$ cat src/rtl/core/wnls_pkg.sv
package wnls_pkg;

  localparam int unsigned FracBitsDef   = 16;
  localparam int unsigned LogEntriesDef = 256;
  localparam int unsigned FieldW        = 24;
  localparam int unsigned WeightW       = 17;
  localparam int unsigned SumW          = 64;
  localparam logic [31:0] Ln2Q32        = 32'd2977044472;
  localparam logic [63:0] HalfLn2PiQ32  = 64'd3946810947;

  // One classified transaction handed from the front part to the back part.
  typedef struct packed {
    logic [47:0] dmag_scaled;  // |theta - mean| << F
    logic [23:0] sd;           // sd with zero replaced by one
    logic [WeightW-1:0] weight;
    logic last;
  } front_item_t;

  // Table entry i: log2(1 + i/entries) in Q0.16, squaring method.
  function automatic logic [15:0] frac_log2(input int unsigned i, input int unsigned n);
    logic [63:0] x;
    logic [15:0] r;
    x = (64'd1 << 30) + ((64'(i) << 30) / 64'(n));
    r = '0;
    for (int k = 0; k < 16; k++) begin
      x = (x * x) >> 30;
      r = {r[14:0], 1'b0};
      if (x >= (64'd1 << 31)) begin
        r[0] = 1'b1;
        x = x >> 1;
      end
    end
    return r;
  endfunction

endpackage

$ cat src/rtl/core/wnls_front.sv
module wnls_front (
  input  logic                        clk_i,
  input  logic                        rst_ni,
  input  logic                        valid_i,
  output logic                        ready_o,
  input  logic signed [23:0]          trait_i,
  input  logic signed [23:0]          mean_i,
  input  logic [23:0]                 sd_i,
  input  logic [16:0]                 weight_i,
  input  logic                        last_i,
  output logic                        q_valid_o,
  input  logic                        q_ready_i,
  output wnls_pkg::front_item_t       q_item_o
);
  import wnls_pkg::*;

  parameter int unsigned FracBits = FracBitsDef;

  // Two-entry queue toward the back part.
  front_item_t mem_q [2];
  logic        wp_q, rp_q;
  logic [1:0]  cnt_q;
  logic        push, pop;
  front_item_t it;
  logic signed [24:0] diff;
  logic [24:0] dmag;

  always_comb begin
    diff = 25'(trait_i) - 25'(mean_i);
    dmag = diff[24] ? 25'(-diff) : diff;
    it.dmag_scaled = 48'(dmag) << FracBits;
    it.sd          = (sd_i == '0) ? 24'd1 : sd_i;
    it.weight      = weight_i;
    it.last        = last_i;
  end

  assign ready_o   = (cnt_q != 2'd2);
  assign push      = valid_i && ready_o;
  assign q_valid_o = (cnt_q != 2'd0);
  assign pop       = q_valid_o && q_ready_i;
  assign q_item_o  = mem_q[rp_q];

  always_ff @(posedge clk_i) begin
    if (push) mem_q[wp_q] <= it;
  end

  always_ff @(posedge clk_i or negedge rst_ni) begin
    if (!rst_ni) begin
      wp_q <= 1'b0; rp_q <= 1'b0; cnt_q <= 2'd0;
    end else begin
      if (push) wp_q <= ~wp_q;
      if (pop) rp_q <= ~rp_q;
      cnt_q <= cnt_q + 2'(push) - 2'(pop);
    end
  end

  a_cnt_bound: assert property (@(posedge clk_i) disable iff (!rst_ni) cnt_q != 2'd3)
    else $error("queue count out of range");
  a_no_push_full: assert property (@(posedge clk_i) disable iff (!rst_ni)
    cnt_q == 2'd2 |-> !push) else $error("push into full queue");
  a_pop_nonempty: assert property (@(posedge clk_i) disable iff (!rst_ni)
    pop |-> cnt_q != 2'd0) else $error("pop from empty queue");

endmodule

$ cat config.mk
export PLATFORM = sky130hd
export DESIGN_NAME = wnls_front
export DESIGN_NICKNAME = d
export VERILOG_FILES = /design/src/rtl/core/wnls_pkg.sv /design/src/rtl/core/wnls_front.sv
export SDC_FILE = /design/constraint.sdc
export NUM_CORES = 1
export LEC_CHECK = 0
export BUFFER_PORTS_ARGS = -buffer_cell sky130_fd_sc_hd__buf_4
export CAP_MARGIN = 10
export CORE_MARGIN = 8
export CORE_UTILIZATION = 54
export DETAILED_ROUTE_END_ITERATION = 8
export GPL_TIMING_DRIVEN = 0
export PLACE_DENSITY = 0.79
export SLEW_MARGIN = 5
export SYNTH_ARGS = -nofsm -noshare
export SYNTH_HDL_FRONTEND = slang
export SYNTH_SLANG_ARGS = --single-unit
export TNS_END_PERCENT = 10
$ cat constraint.sdc
create_clock -name clk_i -period 5.6 [get_ports clk_i]
set_clock_uncertainty 0.05 [all_clocks]
set_input_delay 0.56 -clock clk_i [delete_from_list [all_inputs] [get_ports clk_i]]
set_output_delay 0.56 -clock clk_i [all_outputs]
set_load 0.05 [all_outputs]
# --- Yosys cells after proc, flatten, opt, wreduce, memory -nomap -nowiden ---
# Memory sizes are Yosys's and may differ from the RTL's.
# Index checks and enable logic that the tools add are counted.
totals:
  romBits: 0
  regBits: 4
  ramBits: 134
  inputBits: 94
  latchBits: 0
  n_memories: 1
mem_list:
  columns: ["memory", "depth", "word_bits", "read_ports", "rd_ports_with_merged_regs", "wr", "line", "source"]
  rows:
  - ["mem_q", 2, 67, 1, 0, 1, "wnls_front.sv:20", "front_item_t mem_q [2];"]
op_classes:
  bitwise: 2
  muxes: 4
  n_lt_le_gt_ge: 0
  n_mul: 0
  addsub: 4
  n_reduce_logical: 4
  eq_ne: 1
  n_shift: 0
  n_div: 0
ops:
  columns: ["op", "count"]
  rows:
  - ["25-bit two-way mux", 1]
  - ["25-bit negation", 1]
  - ["24-bit by 24-bit subtractor with 25-bit output", 1]
  - ["24-bit logical NOT", 1]
  - ["24-bit two-way mux", 1]
  - ["2-bit by 1-bit adder with 2-bit output", 1]
  - ["1-bit logical AND", 2]
  - ["1-bit two-way mux", 2]
  - ["2-bit inequality test (second input constant)", 1]
  - ["1-bit NOT", 2]
  - ["2-bit nonzero test", 1]
  - ["2-bit by 1-bit subtractor with 2-bit output", 1]

# --- Logic depth before layout (Yosys ltp) ---
logic_depth:
  word_depth: 4
  ltp_mapped: 13

# --- Worst setup path after synthesis ---
# No wires, ideal clock.
synth_path:
  kind: "reg2reg"
  startpoint: "register cnt_q[0]"
  endpoint: "memory mem_q[0][0] in the netlist's numbering (enable)"
  path_stages_with_launch: 4
  setup_time_ns: 0.493
  slack_ns: 1.233
  n_path_buf: 0
  required_time_ns: 5.057
  synth_period_minus_slack_ns: 4.367
  arrival_time_ns: 3.824
  path_cell_list: "dfrtp_1 nand2b_1 nand2_1 nor2_1"
synth_between:
  elab_chain_len: 4
synth_rtl:
  columns: ["element", "line", "source"]
  rows:
  - ["from (decl)", "wnls_front.sv:22", "logic [1:0] cnt_q;"]
  - ["from (signal assigned)", "wnls_front.sv:53", "cnt_q <= cnt_q + 2'(push) - 2'(pop);"]
  - ["2-bit inequality test", "wnls_front.sv:37", "assign ready_o = (cnt_q != 2'd2);"]
  - ["via ready_o", "wnls_front.sv:5", "output logic ready_o,"]
  - ["1-bit logical AND", "wnls_front.sv:38", "assign push = valid_i && ready_o;"]
  - ["1-bit two-way mux", "wnls_front.sv:44", "if (push) mem_q[wp_q] <= it;"]
  - ["1-bit two-way mux (implied by the code)", "wnls_front.sv:44", null]
  - ["to (decl)", "wnls_front.sv:20", null]
# The timed path passes the listed nets, and every way through them passes these cells.

# --- Worst setup path in the final report ---
layout_path:
  startpoint: "input port trait_i[0]"
  endpoint: "memory mem_q[1][66] in the netlist's numbering, data pin"
layout_between:
  elab_chain_len: 3
layout_rtl:
  columns: ["element", "line", "source"]
  rows:
  - ["from (decl)", "wnls_front.sv:6", "input logic signed [23:0] trait_i,"]
  - ["24-bit by 24-bit subtractor with 25-bit output *", "wnls_front.sv:29", "diff = 25'(trait_i) - 25'(mean_i);"]
  - ["25-bit negation", "wnls_front.sv:30", "dmag = diff[24] ? 25'(-diff) : diff;"]
  - ["25-bit two-way mux *", "wnls_front.sv:30", null]
  - ["via dmag[24]", "wnls_front.sv:26", "logic [24:0] dmag;"]
# Mark *: on every way through the listed nets, which the timed path passes. The rest lies on a longest branch.

==> results.json <==
{
  "track_usage": 0.190,
  "cts_buffers": 17,
  "drive_above_1_share": 0.373,
  "clock_path_buffers": 2,
  "crit_fanout": 5,
  "grt_max_degree": 43,
  "cts_tree": "yes",
  "postLayoutCoreUtil": 0.720,
  "cp_cell_sequence": "buf_4 -> inv_1 -> ha_1 -> fa_1 -> nand2b_1 -> a211oi_2 -> o21ai_1 -> o21ai_0 -> xor2_1 -> nor4_2 -> nand4_1 -> or4_1 -> nor2_1",
  "slew_viol_final": 0,
  "ys_seq_elements": 138,
  "dp_hpwl_mm": 12.9,
  "yosysSeqAreaShare": 0.561,
  "cpMaxStageDelayCell": "or4_1",
  "synth_top_area_cell": "edfxtp_1",
  "ioPinCount": 186,
  "rsz0062_at_grt": "no",
  "synthTopCellsByArea": "edfxtp_1 55%, mux2_2 10%, ha_1 4.6%",
  "p_int_mw": 2.98,
  "yosys.area.top_type_share": 0.547,
  "gp_congestion": 0.912,
  "grt_pass1_wl_mm": 26.7,
  "wire_per_inst_um": 17.1,
  "htree_num_levels": 4,
  "hold_start": "weight_i[12]",
  "netlist_area_um2": 7360,
  "power_frac_seq": 0.307,
  "synth-edff-count": 134,
  "placed_area_um2": 8960,
  "ys_warn_count": 0,
  "drv_cap": 0,
  "portBuffers": 162,
  "totalWireLength_mm": 16.7,
  "rows": 42,
  "multi_input_area_um2": 2890,
  "fp.dieH_um": 133,
  "setup_tns_ns": 0,
  "clk_latency_ns": 0.40,
  "post_cts_resized": 0,
  "num_antenna_cells": 0,
  "cp-end-kind": "register",
  "first_pass_iters": 5,
  "critPathMaxStageDelay_ns": 0.45,
  "setup_viol": 0,
  "drc": 0,
  "seqCellArea_um2": 4120,
  "relSlewSlack": 0.505,
  "synthArstFlopShare": 0.0290,
  "die_area_um2": 17600,
  "crit_path_end": "mem_q[1][66]",
  "syn_to_final_growth_pct": 30.1,
  "cp.buffers_inverters": 2,
  "p_clk_frac": 0.228,
  "reg2reg_depth": 4,
  "ff2ff_setup_slack_ns": 3.67,
  "status": "finished, final reports clean",
  "p_per_area_nw_per_um2": 520,
  "synth_area_per_cell_um2": 12.6,
  "p_sw_frac": 0.402,
  "cp-startpoint": "trait_i[0]",
  "cp.arrival_ns": 3.80,
  "fin_area_um2": 9570,
  "finalCritPeriodShare": 0.644,
  "fin_crit_ns": 3.61,
  "worstSetupPathType": "primary input to register",
  "start_kind": "primary input",
  "crit_cells": 13,
  "vias": 5200,
  "nNetsFinal": 912,
  "drt_iter0_drc": 258,
  "combPwrFrac": 0.465,
  "p_leak_nw": 3.84,
  "hold_class": "primary input to register",
  "fill_cells": 949,
  "synthCells": 583,
  "critPathTopFamily": "simple AND/OR/NAND/NOR gates",
  "clock.fmax_mhz": 277,
  "synth_ff_type": "edfxtp_1",
  "core_area_um2": 13300,
  "via_per_inst": 5.32,
  "start_util": 0.553,
  "peakVddDrop_mv": 0.287,
  "tightestPinTransition_ns": 0.739,
  "grt_pass1_vias": 5521,
  "grt-ovfl-total": 0,
  "switchingPower_mw": 2.00,
  "hold_viol": 0,
  "yosys.cell_types.count": 62,
  "grt_antenna_before_repair": 0,
  "timing.rr.end": "mem_q[0][50]",
  "path_clk_slew_ns": 0.06,
  "p_total_mw": 4.98,
  "ant_nets": 0,
  "clockRootBuffer": "clkbuf_16",
  "crit_required_ns": 5.79,
  "reg2reg_from": "cnt_q[1]",
  "fp.dieW_um": 133,
  "cts_sinks": 138
}
what timing repair did:
action	in CTS	in global routing
endpoints found under the hold margin	4	0
hold buffers	1	0
setup buffers	0	0
cells by family (layout without fill, tap and decap cells):
group,count (synthesis),in the layout,share of synthesized area
other,1,23,0.000510
muxes,69,69,0.105
adders and majority gates,28,28,0.0486
AOI/OAI and AO/OA,92,92,0.0908
DFF,138,138,0.561
xor gates and xnor gates,40,40,0.0476
and+or+nand+nor,122,122,0.0874
buffers and inverters,93,290,0.0592
worst register-to-register path: stages, from the launching register on:
cell and delay [ns]:
dfrtp_1 0.41, nand2b_1 0.14, nand2_1 0.15, nor2_4 0.57, buf_12 0.28
layout make-up:
class / instances / share of cell area
flip-flops and latches: 138 / 0.431
multi-input cells: 374 / 0.302
repair buffers: 166 / 0.135
clock buffers: 19 / 0.0452
plain buffers: 60 / 0.0325
well taps: 176 / 0.0230
clock inverters: 12 / 0.0183
inverters: 33 / 0.0129
worst min-delay path by stage:
stage          cells after the start      endpoint  slack, ns
6_report                           1  mem_q[1][13]       0.29
2_1_floorplan                      0      cnt_q[0]       0.21
4_1_cts                            1  mem_q[1][13]       0.27
3_5_place_dp                       1      cnt_q[0]       0.31
5_1_grt                            1   mem_q[1][8]       0.26
3_3_place_gp                       1      cnt_q[1]       0.31
layout by cell type (no fill, tap or decap), types with 8 or more instances in the layout:
| master | Yosys | routed |
|---|---|---|
| nand2_1 | 32 | 32 |
| nor3_1 | 8 | 8 |
| clkbuf_16 | 0 | 17 |
| ha_1 | 27 | 27 |
| buf_4 | 23 | 185 |
| a21oi_1 | 22 | 22 |
| conb_1 | 1 | 23 |
| xor2_1 | 12 | 12 |
| nor2_1 | 24 | 23 |
| mux2_2 | 67 | 67 |
| o21ai_0 | 21 | 21 |
| nor4_1 | 9 | 9 |
| nand3_1 | 10 | 10 |
| xnor2_1 | 28 | 28 |
| inv_1 | 33 | 33 |
| clkbuf_1 | 33 | 35 |
| edfxtp_1 | 134 | 134 |
routing by layer:
| layer | track usage | up-vias | part of all wire |
|---|---|---|---|
| li1 | - | 2527 | - |
| met1 | 0.203 | 2448 | 0.40 |
| met2 | 0.352 | 205 | 0.53 |
| met3 | 0.0556 | 20 | 0.061 |
| met4 | 0.0555 | 0 | 0.010 |
| met5 | 0 | - | 0 |
power by group through the flow:
stage	combinational [mW]	clock, mW	sequential [mW]
floorplan	1.66	0	1.54
global placement	2.25	0	1.56
detailed placement	2.33	0	1.55
CTS	2.34	1.16	1.53
global route	2.44	1.20	1.55
finish	2.32	1.14	1.53
synth_stat cells, types with 2 or more instances:
master	instances
nor2b_1	5
a31oi_1	2
nand4_1	5
o21a_1	2
o311ai_1	2
o21ai_0	21
and2_1	6
clkbuf_1	33
mux2_2	67
or2_2	2
ha_1	27
o211a_1	2
o2111a_1	2
inv_1	33
nor2_1	24
xnor2_1	28
o211ai_1	3
xor2_1	12
nand3_1	10
nor3_1	8
o311a_1	2
edfxtp_1	134
a221o_1	3
nand2_1	32
o31ai_1	4
nor4_2	2
nor4_1	9
buf_1	4
dfrtp_1	4
and3_1	2
a211oi_2	2
nand2b_1	7
buf_4	23
a21o_1	4
mux2i_1	2
a21oi_1	22
o41ai_1	3
o21bai_1	3
and4_1	3
o21ai_1	2
metrics by stage:
| step | hold slack [ns] | cells | setup WS, ns |
|---|---|---|---|
| after floorplan | 0.214 | 605 | 1.23 |
| after global placement | 0.307 | 943 | 0.150 |
| after detailed placement | 0.311 | 946 | 1.63 |
| after CTS | 0.266 | 978 | 2.04 |
| after global routing | 0.264 | 978 | 1.67 |
| final | 0.288 | 978 | 1.99 |
state kept, by name, indices dropped and copies added, names as in the netlist:
register / count
cnt_q: 2
rp_q: 1
wp_q: 1
mem_q: 134
Power figures use the tool's default switching activity.
